`src/sv/sfla_pkg.sv`:
```
// sfla_pkg: shared sizes, action and status codes for the slot free list allocator
// used by the channel interfaces and the top level; depends on nothing
package sfla_pkg;

  localparam int SLOTS       = 16;
  localparam int SLOT_BITS   = 4;
  localparam int LINK_BITS   = 5;
  localparam int COUNT_BITS  = 5;
  localparam int HANDLE_BITS = 32;
  localparam int RANK_BITS   = 4;

  // link value one past the last slot ends the free list
  localparam logic [LINK_BITS-1:0] END_MARK = LINK_BITS'(SLOTS);

  typedef enum logic [2:0] {
    ACT_ADD    = 3'd0,
    ACT_REMOVE = 3'd1,
    ACT_GET    = 3'd2,
    ACT_SET_ON = 3'd3,
    ACT_NTH    = 3'd4
  } action_e;

  typedef enum logic [1:0] {
    STAT_OK      = 2'd0,
    STAT_FULL    = 2'd1,
    STAT_EMPTY   = 2'd2,
    STAT_NO_RANK = 2'd3
  } status_e;

endpackage

```
`src/sv/sfla_if.sv`:
```
// sfla_if: valid/ready channel interfaces for allocator requests and results
// depends on sfla_pkg for the field widths
interface sfla_req_if;
  logic                                valid;
  logic                                ready;
  logic [2:0]                          action;
  logic [sfla_pkg::SLOT_BITS-1:0]      slot_id;
  logic [sfla_pkg::HANDLE_BITS-1:0]    handle;
  logic                                on_value;
  logic [sfla_pkg::RANK_BITS-1:0]      rank;

  modport source (output valid, action, slot_id, handle, on_value, rank, input ready);
  modport sink   (input valid, action, slot_id, handle, on_value, rank, output ready);
endinterface

interface sfla_rsp_if;
  logic                                valid;
  logic                                ready;
  logic [1:0]                          status;
  logic [sfla_pkg::SLOT_BITS-1:0]      result_slot;
  logic [sfla_pkg::HANDLE_BITS-1:0]    result_handle;
  logic                                result_on;
  logic [sfla_pkg::COUNT_BITS-1:0]     occupied_count;

  modport source (output valid, status, result_slot, result_handle, result_on,
                  occupied_count, input ready);
  modport sink   (input valid, status, result_slot, result_handle, result_on,
                  occupied_count, output ready);
endinterface

```
`src/sv/slot_free_list_allocator_top.sv`:
```
// slot_free_list_allocator_top: slot table with a linked free list held in RAM
// depends on sfla_pkg, sfla_req_if / sfla_rsp_if and sfla_ram
//
// Usage
//   req_i carries one request (action, slot_id, handle, on_value, rank); it is
//   taken when valid and ready are high at a clock edge. rsp_o returns exactly
//   one result per request, in order, with the occupied count after the step.
//   Handles and on flags live in one RAM, the free list links in a second RAM,
//   both with a registered read port; valid bits, free head, count and a fill
//   mark (slots never handed out link to the next slot) sit in flip-flops.
//   Remove, full add, empty slot and ignored action cases go from execute
//   straight to hand off; add / get / set_on pass through a RAM read data
//   step (one RAM read round trip), and nth_lookup scans the slots from slot 0,
//   one slot per cycle. The next request can be taken in the cycle after the
//   result loads. One request is in flight at a time; ready is high only
//   while idle, so all RAM writes of a request land before the next one
//   reads. A new request is taken while a finished result still waits in the
//   output register; if the receiver stalls, the next result holds in the
//   block until the output register frees. Reset empties the table at once:
//   no clearing pass.
module slot_free_list_allocator_top (
  input  logic       clk_i,
  input  logic       rst_ni,
  sfla_req_if.sink   req_i,
  sfla_rsp_if.source rsp_o
);

  localparam int SB  = sfla_pkg::SLOT_BITS;
  localparam int LB  = sfla_pkg::LINK_BITS;
  localparam int CB  = sfla_pkg::COUNT_BITS;
  localparam int HB  = sfla_pkg::HANDLE_BITS;
  localparam int RB  = sfla_pkg::RANK_BITS;
  localparam int NS  = sfla_pkg::SLOTS;

  localparam logic [2:0] S_IDLE  = 3'd0;
  localparam logic [2:0] S_EXEC  = 3'd1;
  localparam logic [2:0] S_RDATA = 3'd2;
  localparam logic [2:0] S_SCAN  = 3'd3;
  localparam logic [2:0] S_DONE  = 3'd4;

  logic [2:0]    state_q, state_d;
  logic [LB-1:0] free_head_q, free_head_d;
  logic [LB-1:0] fill_q, fill_d;
  logic [CB-1:0] cnt_q, cnt_d;
  logic [NS-1:0] valid_q, valid_d;
  logic          virgin_q, virgin_d;
  logic [SB-1:0] scan_q, scan_d;

  // latched request payload
  logic [2:0]    act_q;
  logic [SB-1:0] id_q;
  logic [HB-1:0] hnd_q;
  logic          onv_q;
  logic [RB-1:0] rank_q, rank_d;

  // pending result
  sfla_pkg::status_e res_status_q, res_status_d;
  logic [SB-1:0]     res_slot_q, res_slot_d;
  logic [HB-1:0]     res_handle_q, res_handle_d;
  logic              res_on_q, res_on_d;

  // output register
  logic              out_valid_q, out_valid_d;
  sfla_pkg::status_e out_status_q;
  logic [SB-1:0]     out_slot_q;
  logic [HB-1:0]     out_handle_q;
  logic              out_on_q;
  logic [CB-1:0]     out_cnt_q;
  logic              out_load;

  // ram ports
  logic          lram_we, lram_re;
  logic [SB-1:0] lram_waddr, lram_raddr;
  logic [LB-1:0] lram_wdata, lram_rdata;
  logic          hram_we, hram_re;
  logic [SB-1:0] hram_waddr, hram_raddr;
  logic [HB:0]   hram_wdata, hram_rdata;

  logic accept;

  assign req_i.ready = (state_q == S_IDLE);
  assign accept      = req_i.valid && req_i.ready;
  assign out_load    = (state_q == S_DONE) && (!out_valid_q || rsp_o.ready);

  // free list links
  sfla_ram #(.WIDTH(LB), .DEPTH(NS)) u_link_ram (
    .clk_i   (clk_i),
    .we_i    (lram_we),
    .waddr_i (lram_waddr),
    .wdata_i (lram_wdata),
    .re_i    (lram_re),
    .raddr_i (lram_raddr),
    .rdata_o (lram_rdata)
  );

  // handle plus on flag, on flag in the top bit
  sfla_ram #(.WIDTH(HB + 1), .DEPTH(NS)) u_handle_ram (
    .clk_i   (clk_i),
    .we_i    (hram_we),
    .waddr_i (hram_waddr),
    .wdata_i (hram_wdata),
    .re_i    (hram_re),
    .raddr_i (hram_raddr),
    .rdata_o (hram_rdata)
  );

  // sequencer: execute, read data return, rank scan, hand off
  always_comb begin
    logic [SB-1:0] head_slot;
    head_slot    = free_head_q[SB-1:0];
    state_d      = state_q;
    free_head_d  = free_head_q;
    fill_d       = fill_q;
    cnt_d        = cnt_q;
    valid_d      = valid_q;
    virgin_d     = virgin_q;
    scan_d       = scan_q;
    rank_d       = rank_q;
    res_status_d = res_status_q;
    res_slot_d   = res_slot_q;
    res_handle_d = res_handle_q;
    res_on_d     = res_on_q;
    lram_we      = 1'b0;
    lram_waddr   = id_q;
    lram_wdata   = free_head_q;
    lram_re      = 1'b0;
    lram_raddr   = head_slot;
    hram_we      = 1'b0;
    hram_waddr   = id_q;
    hram_wdata   = {onv_q, hram_rdata[HB-1:0]};
    hram_re      = 1'b0;
    hram_raddr   = id_q;

    unique case (state_q)
      S_IDLE: begin
        if (accept) begin
          state_d = S_EXEC;
        end
      end

      S_EXEC: begin
        res_status_d = sfla_pkg::STAT_OK;
        res_slot_d   = '0;
        res_handle_d = '0;
        res_on_d     = 1'b0;
        state_d      = S_DONE;
        unique case (act_q)
          sfla_pkg::ACT_ADD: begin
            if (free_head_q == sfla_pkg::END_MARK) begin
              res_status_d = sfla_pkg::STAT_FULL;
            end else begin
              // pop head: fetch its link, store handle with on set
              lram_re     = 1'b1;
              hram_we     = 1'b1;
              hram_waddr  = head_slot;
              hram_wdata  = {1'b1, hnd_q};
              valid_d[head_slot] = 1'b1;
              cnt_d       = cnt_q + CB'(1);
              res_slot_d  = head_slot;
              virgin_d    = (free_head_q >= fill_q);
              if (free_head_q >= fill_q) begin
                fill_d = free_head_q + LB'(1);
              end
              state_d     = S_RDATA;
            end
          end
          sfla_pkg::ACT_REMOVE: begin
            if (!valid_q[id_q]) begin
              res_status_d = sfla_pkg::STAT_EMPTY;
            end else begin
              // push onto the head of the free list
              lram_we         = 1'b1;
              valid_d[id_q]   = 1'b0;
              free_head_d     = {1'b0, id_q};
              cnt_d           = cnt_q - CB'(1);
            end
          end
          sfla_pkg::ACT_GET,
          sfla_pkg::ACT_SET_ON: begin
            if (!valid_q[id_q]) begin
              res_status_d = sfla_pkg::STAT_EMPTY;
            end else begin
              hram_re = 1'b1;
              state_d = S_RDATA;
            end
          end
          sfla_pkg::ACT_NTH: begin
            res_status_d = sfla_pkg::STAT_NO_RANK;
            scan_d       = '0;
            state_d      = S_SCAN;
          end
          default: begin
          end
        endcase
      end

      S_RDATA: begin
        state_d = S_DONE;
        unique case (act_q)
          sfla_pkg::ACT_ADD: begin
            // untouched slots link to the next slot
            free_head_d = virgin_q ? (free_head_q + LB'(1)) : lram_rdata;
          end
          sfla_pkg::ACT_GET: begin
            res_handle_d = hram_rdata[HB-1:0];
            res_on_d     = hram_rdata[HB];
          end
          sfla_pkg::ACT_SET_ON: begin
            hram_we = 1'b1;
          end
          default: begin
          end
        endcase
      end

      S_SCAN: begin
        // one slot per cycle, counting occupied slots down the rank
        if (valid_q[scan_q] && (rank_q == '0)) begin
          res_status_d = sfla_pkg::STAT_OK;
          res_slot_d   = scan_q;
          state_d      = S_DONE;
        end else begin
          if (valid_q[scan_q]) begin
            rank_d = rank_q - RB'(1);
          end
          scan_d = scan_q + SB'(1);
          if (scan_q == SB'(NS - 1)) begin
            state_d = S_DONE;
          end
        end
      end

      S_DONE: begin
        if (out_load) begin
          state_d = S_IDLE;
        end
      end

      default: begin
        state_d = S_IDLE;
      end
    endcase
  end

  // output register handshake
  always_comb begin
    out_valid_d = out_valid_q;
    if (out_load) begin
      out_valid_d = 1'b1;
    end else if (rsp_o.ready) begin
      out_valid_d = 1'b0;
    end
  end

  // control state
  always_ff @(posedge clk_i or negedge rst_ni) begin
    if (!rst_ni) begin
      state_q     <= S_IDLE;
      free_head_q <= '0;
      fill_q      <= '0;
      cnt_q       <= '0;
      valid_q     <= '0;
      virgin_q    <= 1'b0;
      scan_q      <= '0;
      out_valid_q <= 1'b0;
    end else begin
      state_q     <= state_d;
      free_head_q <= free_head_d;
      fill_q      <= fill_d;
      cnt_q       <= cnt_d;
      valid_q     <= valid_d;
      virgin_q    <= virgin_d;
      scan_q      <= scan_d;
      out_valid_q <= out_valid_d;
    end
  end

  // request payload and rank countdown
  always_ff @(posedge clk_i) begin
    if (accept) begin
      act_q  <= req_i.action;
      id_q   <= req_i.slot_id;
      hnd_q  <= req_i.handle;
      onv_q  <= req_i.on_value;
      rank_q <= req_i.rank;
    end else begin
      rank_q <= rank_d;
    end
  end

  // result payload
  always_ff @(posedge clk_i) begin
    res_status_q <= res_status_d;
    res_slot_q   <= res_slot_d;
    res_handle_q <= res_handle_d;
    res_on_q     <= res_on_d;
    if (out_load) begin
      out_status_q <= res_status_q;
      out_slot_q   <= res_slot_q;
      out_handle_q <= res_handle_q;
      out_on_q     <= res_on_q;
      out_cnt_q    <= cnt_q;
    end
  end

  assign rsp_o.valid          = out_valid_q;
  assign rsp_o.status         = out_status_q;
  assign rsp_o.result_slot    = out_slot_q;
  assign rsp_o.result_handle  = out_handle_q;
  assign rsp_o.result_on      = out_on_q;
  assign rsp_o.occupied_count = out_cnt_q;

  // occupied count tracks the valid bits
  a_count_matches_valid: assert property (@(posedge clk_i) disable iff (!rst_ni)
    32'(cnt_q) == $countones(valid_q))
    else $error("occupied count out of step with valid bits");

  // free list ends exactly when the table is full
  a_full_matches_head: assert property (@(posedge clk_i) disable iff (!rst_ni)
    (state_q == S_IDLE) |-> ((free_head_q == sfla_pkg::END_MARK) == (cnt_q == CB'(NS))))
    else $error("free head and occupied count disagree");

  // the free head never names an occupied slot
  a_head_is_free: assert property (@(posedge clk_i) disable iff (!rst_ni)
    ((state_q == S_IDLE) && (free_head_q != sfla_pkg::END_MARK))
      |-> !valid_q[free_head_q[SB-1:0]])
    else $error("free head points at an occupied slot");

  // a result appears only when the sequencer hands one off
  a_result_from_done: assert property (@(posedge clk_i) disable iff (!rst_ni)
    $rose(out_valid_q) |-> $past(state_q == S_DONE))
    else $error("result valid without a finished request");

endmodule

```
`src/sv/sfla_ram.sv`:
```
// sfla_ram: generic simple dual port RAM, one write and one registered read port
// no package dependencies
module sfla_ram #(
  parameter int WIDTH = 8,
  parameter int DEPTH = 16,
  localparam int AddrBits = (DEPTH > 1) ? $clog2(DEPTH) : 1
) (
  input  logic                     clk_i,
  input  logic                     we_i,
  input  logic [AddrBits-1:0]      waddr_i,
  input  logic [WIDTH-1:0]         wdata_i,
  input  logic                     re_i,
  input  logic [AddrBits-1:0]      raddr_i,
  output logic [WIDTH-1:0]         rdata_o
);

  logic [WIDTH-1:0] mem_q [DEPTH];
  logic [WIDTH-1:0] rdata_q;

  // write port
  always_ff @(posedge clk_i) begin
    if (we_i) begin
      mem_q[waddr_i] <= wdata_i;
    end
  end

  // registered read port
  always_ff @(posedge clk_i) begin
    if (re_i) begin
      rdata_q <= mem_q[raddr_i];
    end
  end

  assign rdata_o = rdata_q;

endmodule
```
`src/flat_wrapper.sv`:
```
// flat-port wrapper written by rule: the top's interface ports become plain ports
module slot_free_list_allocator_top_flat 
  (clk_i, rst_ni, req_i_valid, req_i_action, req_i_slot_id, req_i_handle, req_i_on_value, req_i_rank, req_i_ready, rsp_o_valid, rsp_o_status, rsp_o_result_slot, rsp_o_result_handle, rsp_o_result_on, rsp_o_occupied_count, rsp_o_ready);
  sfla_req_if req_i_i ();
  sfla_rsp_if rsp_o_i ();
  input  logic clk_i;
  input  logic rst_ni;
  input wire logic [$bits(req_i_i.valid)-1:0] req_i_valid;
  input wire logic [$bits(req_i_i.action)-1:0] req_i_action;
  input wire logic [$bits(req_i_i.slot_id)-1:0] req_i_slot_id;
  input wire logic [$bits(req_i_i.handle)-1:0] req_i_handle;
  input wire logic [$bits(req_i_i.on_value)-1:0] req_i_on_value;
  input wire logic [$bits(req_i_i.rank)-1:0] req_i_rank;
  output wire logic [$bits(req_i_i.ready)-1:0] req_i_ready;
  output wire logic [$bits(rsp_o_i.valid)-1:0] rsp_o_valid;
  output wire logic [$bits(rsp_o_i.status)-1:0] rsp_o_status;
  output wire logic [$bits(rsp_o_i.result_slot)-1:0] rsp_o_result_slot;
  output wire logic [$bits(rsp_o_i.result_handle)-1:0] rsp_o_result_handle;
  output wire logic [$bits(rsp_o_i.result_on)-1:0] rsp_o_result_on;
  output wire logic [$bits(rsp_o_i.occupied_count)-1:0] rsp_o_occupied_count;
  input wire logic [$bits(rsp_o_i.ready)-1:0] rsp_o_ready;
  assign req_i_i.valid = req_i_valid;
  assign req_i_i.action = req_i_action;
  assign req_i_i.slot_id = req_i_slot_id;
  assign req_i_i.handle = req_i_handle;
  assign req_i_i.on_value = req_i_on_value;
  assign req_i_i.rank = req_i_rank;
  assign req_i_ready = req_i_i.ready;
  assign rsp_o_valid = rsp_o_i.valid;
  assign rsp_o_status = rsp_o_i.status;
  assign rsp_o_result_slot = rsp_o_i.result_slot;
  assign rsp_o_result_handle = rsp_o_i.result_handle;
  assign rsp_o_result_on = rsp_o_i.result_on;
  assign rsp_o_occupied_count = rsp_o_i.occupied_count;
  assign rsp_o_i.ready = rsp_o_ready;
  slot_free_list_allocator_top u_core (.clk_i(clk_i), .rst_ni(rst_ni), .req_i(req_i_i), .rsp_o(rsp_o_i));
endmodule
```
`config.mk`:
```
export PLATFORM = sky130hd
export DESIGN_NAME = slot_free_list_allocator_top_flat
export DESIGN_NICKNAME = d
export VERILOG_FILES = /design/src/sv/sfla_pkg.sv /design/src/sv/sfla_if.sv /design/src/sv/slot_free_list_allocator_top.sv /design/src/sv/sfla_ram.sv /design/src/flat_wrapper.sv
export SDC_FILE = /design/constraint.sdc
export NUM_CORES = 1
export LEC_CHECK = 0
export BUFFER_PORTS_ARGS = -buffer_cell sky130_fd_sc_hd__buf_2
export CAP_MARGIN = 10
export CELL_PAD_IN_SITES_DETAIL_PLACEMENT = 1
export CELL_PAD_IN_SITES_GLOBAL_PLACEMENT = 1
export CORE_ASPECT_RATIO = 0.5
export CORE_MARGIN = 2
export CORE_UTILIZATION = 25
export CTS_BUF_LIST = sky130_fd_sc_hd__clkbuf_8 sky130_fd_sc_hd__clkbuf_16
export DETAILED_ROUTE_END_ITERATION = 10
export GPL_TIMING_DRIVEN = 1
export PLACE_DENSITY = 0.51
export SYNTH_ARGS = -nofsm -noshare
export SYNTH_HDL_FRONTEND = slang
export SYNTH_SLANG_ARGS = --single-unit
```
`constraint.sdc`:
```
create_clock -name clk_i -period 5.15 [get_ports clk_i]
set_input_delay 1.03 -clock clk_i [delete_from_list [all_inputs] [get_ports clk_i]]
set_output_delay 1.03 -clock clk_i [all_outputs]
set_load 0.02 [all_outputs]
```
==> results of run 1 <==
## state kept, by name (all words and copies together) (netlist names), 16 cells and up
name / flops
u_core.u_handle_ram.mem_q: 528
u_core.res_handle_q: 32
u_core.rsp_o.result_handle: 32
u_core.u_handle_ram.rdata_o: 33
u_core.hnd_q: 32
u_core.u_link_ram.mem_q: 80
u_core.valid_q: 16
## placed cells by master (no fill, tap or decap), types with 4 or more instances in the layout
cell and instances:
sky130_fd_sc_hd__nor3_1 14, sky130_fd_sc_hd__ha_1 14, sky130_fd_sc_hd__nand2b_1 12, sky130_fd_sc_hd__inv_6 5, sky130_fd_sc_hd__o21ai_0 15, sky130_fd_sc_hd__and3_1 34
sky130_fd_sc_hd__inv_1 33, sky130_fd_sc_hd__clkbuf_16 84, sky130_fd_sc_hd__dfrtp_1 38, sky130_fd_sc_hd__buf_2 93, sky130_fd_sc_hd__a21o_1 5, sky130_fd_sc_hd__nor2b_1 6
sky130_fd_sc_hd__mux2_2 6, sky130_fd_sc_hd__nor3_2 6, sky130_fd_sc_hd__clkinv_1 15, sky130_fd_sc_hd__xnor2_1 6, sky130_fd_sc_hd__edfxtp_1 773, sky130_fd_sc_hd__nor2_4 12
sky130_fd_sc_hd__nand2_1 145, sky130_fd_sc_hd__clkinv_2 20, sky130_fd_sc_hd__mux4_2 197, sky130_fd_sc_hd__nor2_1 36, sky130_fd_sc_hd__buf_12 5, sky130_fd_sc_hd__nand3_1 14
sky130_fd_sc_hd__buf_4 46, sky130_fd_sc_hd__bufinv_16 8, sky130_fd_sc_hd__o31ai_1 4, sky130_fd_sc_hd__a22o_1 4, sky130_fd_sc_hd__a21oi_1 18, sky130_fd_sc_hd__a31oi_1 7
sky130_fd_sc_hd__mux2i_1 14
## how the worst max path moves through the flow
stage | end | slack (ns) | cells past startpoint | start
after detailed placement | u_core.u_handle_ram.mem_q[11][15]$_DFFE_PP_ | 1.43 | 6 | u_core.state_q[2]$_DFFE_PN0P_
final | u_core.u_handle_ram.mem_q[11][16]$_DFFE_PP_ | 1.48 | 6 | u_core.state_q[2]$_DFFE_PN0P_
after global placement | u_core.u_handle_ram.mem_q[6][5]$_DFFE_PP_ | 1.51 | 6 | u_core.state_q[2]$_DFFE_PN0P_
after CTS | u_core.u_handle_ram.mem_q[11][16]$_DFFE_PP_ | 1.43 | 6 | u_core.state_q[2]$_DFFE_PN0P_
after floorplan | u_core.u_handle_ram.mem_q[1][0]$_DFFE_PP_ | -0.36 | 10 | u_core.free_head_q[0]$_DFFE_PN0P_
after global routing | u_core.u_handle_ram.mem_q[11][14]$_DFFE_PP_ | 1.26 | 6 | u_core.state_q[2]$_DFFE_PN0P_
## final cells by class
cell class | instances | area, um^2
flip-flops and latches | 813 | 24200
multi-input cells | 622 | 7030
inverters | 16 | 60.1
clock inverters | 74 | 644
repair buffers | 144 | 911
fillers | 12800 | 88400
clock buffers | 84 | 2100
well taps | 1692 | 2120
## metal layers
metal,share of wire [%],GRT usage (%),routed length (um)
met5,0,0,0
met4,2.2,3.16,1690
met3,3.4,2.32,2670
met2,48,19.4,37200
met1,47,16.8,36500
## metrics by stage
step / TNS (ns) / area, um^2 / hold slack, ns
detailed placement: 0 / 34300 / 0.406
floorplan: -47.37 / 31500 / 0.400
CTS: 0 / 37100 / 0.404
global route: 0 / 37100 / 0.424
global placement: 0 / 34300 / 0.403
finish: 0 / 37100 / 0.410
## cell families after synthesis
kind of cell	after synthesis	share of synthesized area (%)
AO/OA/AOI/OAI	78	1.71
AND/OR/NAND/NOR	302	4.44
flip-flops	813	76.8
adder cells (fa/ha/maj)	15	0.619
buffers and inverters	96	1.32
XOR/XNOR	9	0.250
multiplexers	218	14.8
## Yosys cell counts, drive strengths merged, types with 7 or more instances
cell | count | area (um^2)
mux4 | 197 | 4440
edfxtp | 773 | 23200
nand3 | 14 | 70.1
buf | 30 | 168
ha | 14 | 175
nor2 | 50 | 193
clkbuf | 50 | 188
nand2 | 145 | 544
o21ai | 16 | 91.3
and3 | 34 | 213
inv | 15 | 56.3
a31oi | 7 | 43.8
dfrtp | 40 | 1000
nand2b | 12 | 75.1
nor3 | 22 | 120
a21oi | 20 | 108
mux2i | 15 | 163
## worst max-delay path, stage by stage, from the launching register on
cell                       delay, ns
sky130_fd_sc_hd__dfrtp_1        0.48
sky130_fd_sc_hd__or3b_1         0.63
sky130_fd_sc_hd__or3_4          0.63
sky130_fd_sc_hd__a22oi_1        0.40
sky130_fd_sc_hd__nand2b_1       0.33
sky130_fd_sc_hd__nor2_4         0.59
sky130_fd_sc_hd__buf_4          0.30
## power breakdown
group / internal (mW) / switching (mW)
combinational: 1.15 / 1.76
clock: 3.41 / 2.66
sequential: 7.95 / 0.273
total: 12.5 / 4.69
==> impl_table.tex, run 1 <==
\begin{tabular}{lr}
\hline
Metric & Value \\
\hline
\multicolumn{2}{l}{\textbf{Worst setup path}} \\
\quad Category of the worst setup path launch point & register \\
\quad Critical path type & reg -> reg \\
\quad Worst endpoint required time & between 5 and 6 ns \\
\quad Register-to-register setup slack & $\sim$1.5 ns \\
\quad Crit path max fanout & 22 \\
\quad Number of cells traversed by the worst register-to-register path & 6 \\
\quad Kind of capture point of the worst setup path & register \\
\quad Startpoint of the worst-slack reg-to-reg timing path & u\_core.state\_q[2]\$\_DFFE\_PN0P\_ \\
\quad Critical R2R Capture & u\_core.u\_handle\_ram.mem\_q[11][16]\$\_DFFE\_PP\_ \\
\quad Critical path arrival & approximately 4 ns \\
\multicolumn{2}{l}{\textbf{Timing}} \\
\quad Final clock skew & 0.0527 ns \\
\quad RSZ-0062 raised after global routing & false \\
\quad Slew at the pin with the worst max-slew slack & 0.924 ns \\
\quad Count of final setup violators & 0 \\
\quad Final number of max-transition violations & 0 \\
\quad Worst Setup Slack, final & between 1 and 1.5 ns \\
\quad Fmax & $\sim$270 MHz \\
\quad Max-slew headroom & between 30\% and 40\% \\
\quad Tmin final & about 3.7 ns \\
\quad Number of hold violations in the final report & 0 \\
\quad Final critical-path share of the clock period & $\sim$70\% \\
\multicolumn{2}{l}{\textbf{Clock network}} \\
\quad Post-CTS Setup Bufs & 0 \\
\quad Root buf cell & sky130\_fd\_sc\_hd\_\_clkbuf\_16 \\
\quad Clock sink count & approximately 810 \\
\quad Clock tree buffer depth & 3 \\
\quad Clock tree from TritonCTS & built \\
\quad Number of gates given a new drive strength after cts & 0 \\
\quad TritonCTS buffer count & 84 \\
\quad Clock slew seen by the registers of the worst setup and hold paths & around 0.07 ns \\
\quad Number of buffers added to fix hold violations after cts & 0 \\
\quad H-tree Lvls & 3 \\
\quad Worst-Skew Late Latency & approximately 0.67 ns \\
\multicolumn{2}{l}{\textbf{Die}} \\
\quad Number of standard-cell rows in the floorplan & between 90 and 100 \\
\quad Overall die width & around 500 um \\
\quad Placeable Area & roughly 130,000 um\^{}2 \\
\quad Area of the die & $\sim$130,000 um\^{}2 \\
\quad Die extent in y & approximately 260 um \\
\quad Starting density of the core & around 25\% \\
\quad Number of placed I/O pins & 94 \\
\multicolumn{2}{l}{\textbf{Place}} \\
\quad Worst setup slack before clock tree synthesis & 1.43 ns \\
\quad Half-perimeter wire length after detailed placement & around 44,000 um \\
\quad Number of buffer cells added on primary ports & 93 \\
\quad Final weighted congestion of routability-driven global placement & 0.725 \\
\quad Number of cells after detailed placement & about 3,300 \\
\multicolumn{2}{l}{\textbf{Power and ir drop}} \\
\quad Power consumption & $\sim$17 mW \\
\quad Worst ir drop on vdd & approximately 0.22 mV \\
\quad P per Cell Area & $\sim$460 nW/um\^{}2 \\
\quad Leak & between 10 and 15 nW \\
\multicolumn{2}{l}{\textbf{Detailed routing}} \\
\quad Drt total wl & $\sim$80,000 um \\
\quad Number of nets still failing antenna checks after routing & 0 \\
\quad Routed via count divided by cell count & 4.36 \\
\quad Violation count after the first detailed-routing iteration & between 1,000 and 1,500 \\
\quad Wirelength per Cell & around 23 um \\
\quad Drt first pass iters & 4 \\
\quad Residual DRC & 0 \\
\quad Vias post-DR & 15,000 \\
\multicolumn{2}{l}{\textbf{Synthesis}} \\
\quad Total of flip-flops plus latches after synthesis & about 800 \\
\quad Syn. warnings & 0 \\
\quad Share of the yosys chip area belonging to registers & 76.8\% \\
\quad Most used flip-flop cell after synthesis & sky130\_fd\_sc\_hd\_\_edfxtp\_1 \\
\quad Syn nets & 1,594 \\
\quad Synthesized area per cell & approximately 21 um\^{}2 \\
\quad Share of flip-flops with an asynchronous set or reset after synthesis & $\sim$4.9\% \\
\quad Netlist area before placement & around 32,000 um\^{}2 \\
\quad Count of flip-flops with a built-in enable after synthesis & 773 \\
\quad Distinct cells, synth & 66 \\
\quad Instance count of the mapped netlist & between 1,500 and 2,000 \\
\multicolumn{2}{l}{\textbf{Min path}} \\
\quad Endpoint of the worst hold-timing path & u\_core.rsp\_o.result\_handle[14]\$\_DFFE\_PP\_ \\
\quad Worst hold start & u\_core.res\_handle\_q[14]\$\_SDFFCE\_PN0P\_ \\
\quad Min-Delay Path Depth & 0 \\
\quad Worst min-delay path category & reg -> reg \\
\multicolumn{2}{l}{\textbf{Global route}} \\
\quad Initial antenna violation count & 2 \\
\quad Via count of the first global-routing pass & 16,100 \\
\quad Pin count of the biggest net entering global routing & around 120 \\
\quad Global-route usage over all layers & between 10\% and 20\% \\
\quad Global route overflow & 0 \\
\quad Global-route wire length before repair & $\sim$110,000 um \\
\multicolumn{2}{l}{\textbf{Finish}} \\
\quad Total inserted antenna cells & 0 \\
\quad Final Instance Count excl. Fillers & between 3,000 and 4,000 \\
\quad Net total in the final layout & 1,744 \\
\quad Fraction of final layout cells sized beyond drive strength 1 & roughly 30\% \\
\quad Share of the core filled with cells in the final layout & between 20\% and 30\% \\
\quad Synth-to-layout area growth & 17.7\% \\
\multicolumn{2}{l}{\textbf{Status}} \\
\quad Status & finished clean \\
\multicolumn{2}{l}{\textbf{Run}} \\
\quad Max-cap violations & 0 \\
\hline
\end{tabular}
No activity file was read; power rests on OpenSTA's default activity.
==> run 2, diff against run 1 <==
PLACE_DENSITY = 0.49   (was 0.51)
clock period = 3.78 ns   (was 5.15 ns; I/O delays follow)
==> impl_table.tex, run 2 (synthesis results as in run 1) <==
\begin{tabular}{lr}
\hline
Metric & Value \\
\hline
\multicolumn{2}{l}{\textbf{Global route}} \\
\quad Global-route usage over all layers & 12.2\% \\
\quad Global route overflow & 0 \\
\quad Via count of the first global-routing pass & between 15,000 and 20,000 \\
\quad Global-route wire length before repair & around 120,000 um \\
\quad Initial antenna violation count & 1 \\
\quad Pin count of the biggest net entering global routing & approximately 110 \\
\multicolumn{2}{l}{\textbf{Worst setup path}} \\
\quad Crit-path cells & inv\_1 -> ha\_1 -> and4bb\_2 -> or3\_4 -> a22oi\_1 -> nand2b\_1 -> nor3\_4 -> buf\_4 \\
\quad Kind of capture point of the worst setup path & register \\
\quad Worst endpoint required time & 4.09 ns \\
\quad Top Family by Delay on Critical Path & simple AND/OR/NAND/NOR gates \\
\quad Standard cell with the maximum stage delay on the critical path & sky130\_fd\_sc\_hd\_\_or3\_4 \\
\quad Critical path arrival & around 3.6 ns \\
\quad Crit path max fanout & 18 \\
\quad Category of the worst setup path launch point & register \\
\quad Critical path type & reg -> reg \\
\quad Worst path buffer plus inverter count & 2 \\
\quad Crit path largest cell delay & $\sim$0.52 ns \\
\multicolumn{2}{l}{\textbf{Timing}} \\
\quad Slew at the pin with the worst max-slew slack & 1.07 ns \\
\quad Count of final setup violators & 0 \\
\quad Fin Setup TNS & 0 ns \\
\quad Tmin final & approximately 3.2 ns \\
\quad Final number of max-transition violations & 0 \\
\quad Worst Setup Slack, final & roughly 0.54 ns \\
\quad Final critical-path share of the clock period & 85.6\% \\
\quad Max-slew headroom & between 20 and 30\% \\
\quad Worst hold margin & 0.269 ns \\
\quad Fmax & slightly above 300 MHz \\
\quad Final clock skew & roughly 0.021 ns \\
\quad Number of hold violations in the final report & 0 \\
\quad RSZ-0062 raised after global routing & false \\
\multicolumn{2}{l}{\textbf{Detailed routing}} \\
\quad Drt total wl & 78,400 um \\
\quad Number of nets still failing antenna checks after routing & 0 \\
\quad Violation count after the first detailed-routing iteration & about 1,200 \\
\quad Wirelength per Cell & 22.7 um \\
\quad Residual DRC & 0 \\
\quad Vias post-DR & $\sim$15,000 \\
\quad Routed via count divided by cell count & between 4 and 5 \\
\quad Drt first pass iters & 4 \\
\multicolumn{2}{l}{\textbf{Die}} \\
\quad Die extent in y & between 200 and 300 um \\
\quad Overall die width & roughly 510 um \\
\quad Starting density of the core & about 25\% \\
\quad Area of the die & 129,000 um\^{}2 \\
\quad Number of placed I/O pins & 94 \\
\quad Number of standard-cell rows in the floorplan & between 90 and 100 \\
\quad Placeable Area & $\sim$130,000 um\^{}2 \\
\multicolumn{2}{l}{\textbf{Place}} \\
\quad Half-perimeter wire length after detailed placement & about 46,000 um \\
\quad Final weighted congestion of routability-driven global placement & 0.724 \\
\quad Worst setup slack before clock tree synthesis & 0.512 ns \\
\quad Number of buffer cells added on primary ports & 93 \\
\quad Placed standard-cell area & 34,700 um\^{}2 \\
\quad Number of cells after detailed placement & 3,308 \\
\multicolumn{2}{l}{\textbf{Clock network}} \\
\quad H-tree Lvls & 3 \\
\quad Root buf cell & sky130\_fd\_sc\_hd\_\_clkbuf\_16 \\
\quad Worst-Skew Late Latency & between 0.6 and 0.7 ns \\
\quad Clock tree buffer depth & 3 \\
\quad Clock tree from TritonCTS & built \\
\quad Number of gates given a new drive strength after cts & 0 \\
\quad TritonCTS buffer count & 83 \\
\quad Clock sink count & approximately 800 \\
\quad Clock slew seen by the registers of the worst setup and hold paths & about 0.06 ns \\
\quad Post-CTS Setup Bufs & 0 \\
\quad Number of buffers added to fix hold violations after cts & 0 \\
\multicolumn{2}{l}{\textbf{Finish}} \\
\quad Total inserted antenna cells & 0 \\
\quad Area used by multi-input combinational logic & 7060 um\^{}2 \\
\quad Share of the core filled with cells in the final layout & roughly 30\% \\
\quad Register ranked first by flip-flop count & u\_core.u\_handle\_ram.mem\_q \\
\quad Max FFs per register & roughly 530 \\
\quad Fill count & 12,800 \\
\quad Final Instance Count excl. Fillers & $\sim$3,500 \\
\quad Net total in the final layout & approximately 1,800 \\
\quad Finished Cell Area & 37,400 um\^{}2 \\
\quad Most common cell after layout, fill and taps aside & sky130\_fd\_sc\_hd\_\_edfxtp\_1 \\
\quad Most frequent cells in the layout & sky130\_fd\_sc\_hd\_\_edfxtp\_1 (773), sky130\_fd\_sc\_hd\_\_mux4\_2 (197), sky130\_fd\_sc\_hd\_\_nand2\_1 (145) \\
\quad Synth-to-layout area growth & 18.7\% \\
\quad Total area of sequential cells & 24,200 um\^{}2 \\
\quad Fraction of final layout cells sized beyond drive strength 1 & a little under 30\% \\
\multicolumn{2}{l}{\textbf{Min path}} \\
\quad Worst min-delay path category & in -> reg \\
\multicolumn{2}{l}{\textbf{Power and ir drop}} \\
\quad P per Cell Area & $\sim$630 nW/um\^{}2 \\
\quad Worst ir drop on vdd & 0.400 mV \\
\quad Leak & between 10 and 15 nW \\
\quad Power consumption & about 24 mW \\
\multicolumn{2}{l}{\textbf{Status}} \\
\quad Status & finished clean \\
\multicolumn{2}{l}{\textbf{Run}} \\
\quad Max-cap violations & 0 \\
\hline
\end{tabular}
-- run 2: path summary, 6_finish.rpt --
| check | startpoint | endpoint | cells past startpoint | slack [ns] |
|---|---|---|---|---|
| min in group asynchronous | rst_ni | u_core.cnt_q[4]$_DFFE_PN0P_ | 1 | 0.29 |
| max in group asynchronous | rst_ni | u_core.state_q[1]$_DFFE_PN0P_ | 1 | 2.74 |
| worst min-delay path | req_i_handle[13] | u_core.hnd_q[13]$_DFFE_PP_ | 1 | 0.27 |
| worst max register to register | u_core.free_head_q[0]$_DFFE_PN0P_ | u_core.u_handle_ram.mem_q[9][22]$_DFFE_PP_ | 8 | 0.54 |
| worst max-delay path | u_core.free_head_q[0]$_DFFE_PN0P_ | u_core.u_handle_ram.mem_q[9][22]$_DFFE_PP_ | 8 | 0.54 |
| worst min register to register | u_core.res_handle_q[26]$_SDFFCE_PN0P_ | u_core.rsp_o.result_handle[26]$_DFFE_PP_ | 0 | 0.42 |
-- run 2: layer usage --
metal	global-route usage, %	routed length, um	up-vias
met5	0	0	-
met1	17.0	37100	8285
li1	-	-	6573
met3	1.98	2440	106
met2	19.9	37400	241
met4	3.05	1510	0
-- run 2: power by group --
part	switching [mW]	internal, mW	total [mW]
logic	2.52	1.65	4.16
clock network	3.53	4.72	8.25
registers	0.327	10.8	11.2
total	6.38	17.2	23.6
-- run 2: cell type report --
class                           instances  share of cell area (%)
Clock inverter                         68                    1.65
Sequential cell                       813                    64.7
Inverter                               16                   0.161
Multi-Input combinational cell        622                    18.9
Clock buffer                           85                    5.69
Tap cell                             1692                    5.66
Timing Repair Buffer                  165                    3.22
-- run 2: worst reg2reg max path, stage by stage (launching register included) --
cell and delay, ns:
sky130_fd_sc_hd__dfrtp_2 0.36, sky130_fd_sc_hd__inv_1 0.05, sky130_fd_sc_hd__ha_1 0.28, sky130_fd_sc_hd__and4bb_2 0.31, sky130_fd_sc_hd__or3_4 0.52, sky130_fd_sc_hd__a22oi_1 0.37, sky130_fd_sc_hd__nand2b_1 0.34, sky130_fd_sc_hd__nor3_4 0.22
sky130_fd_sc_hd__buf_4 0.42
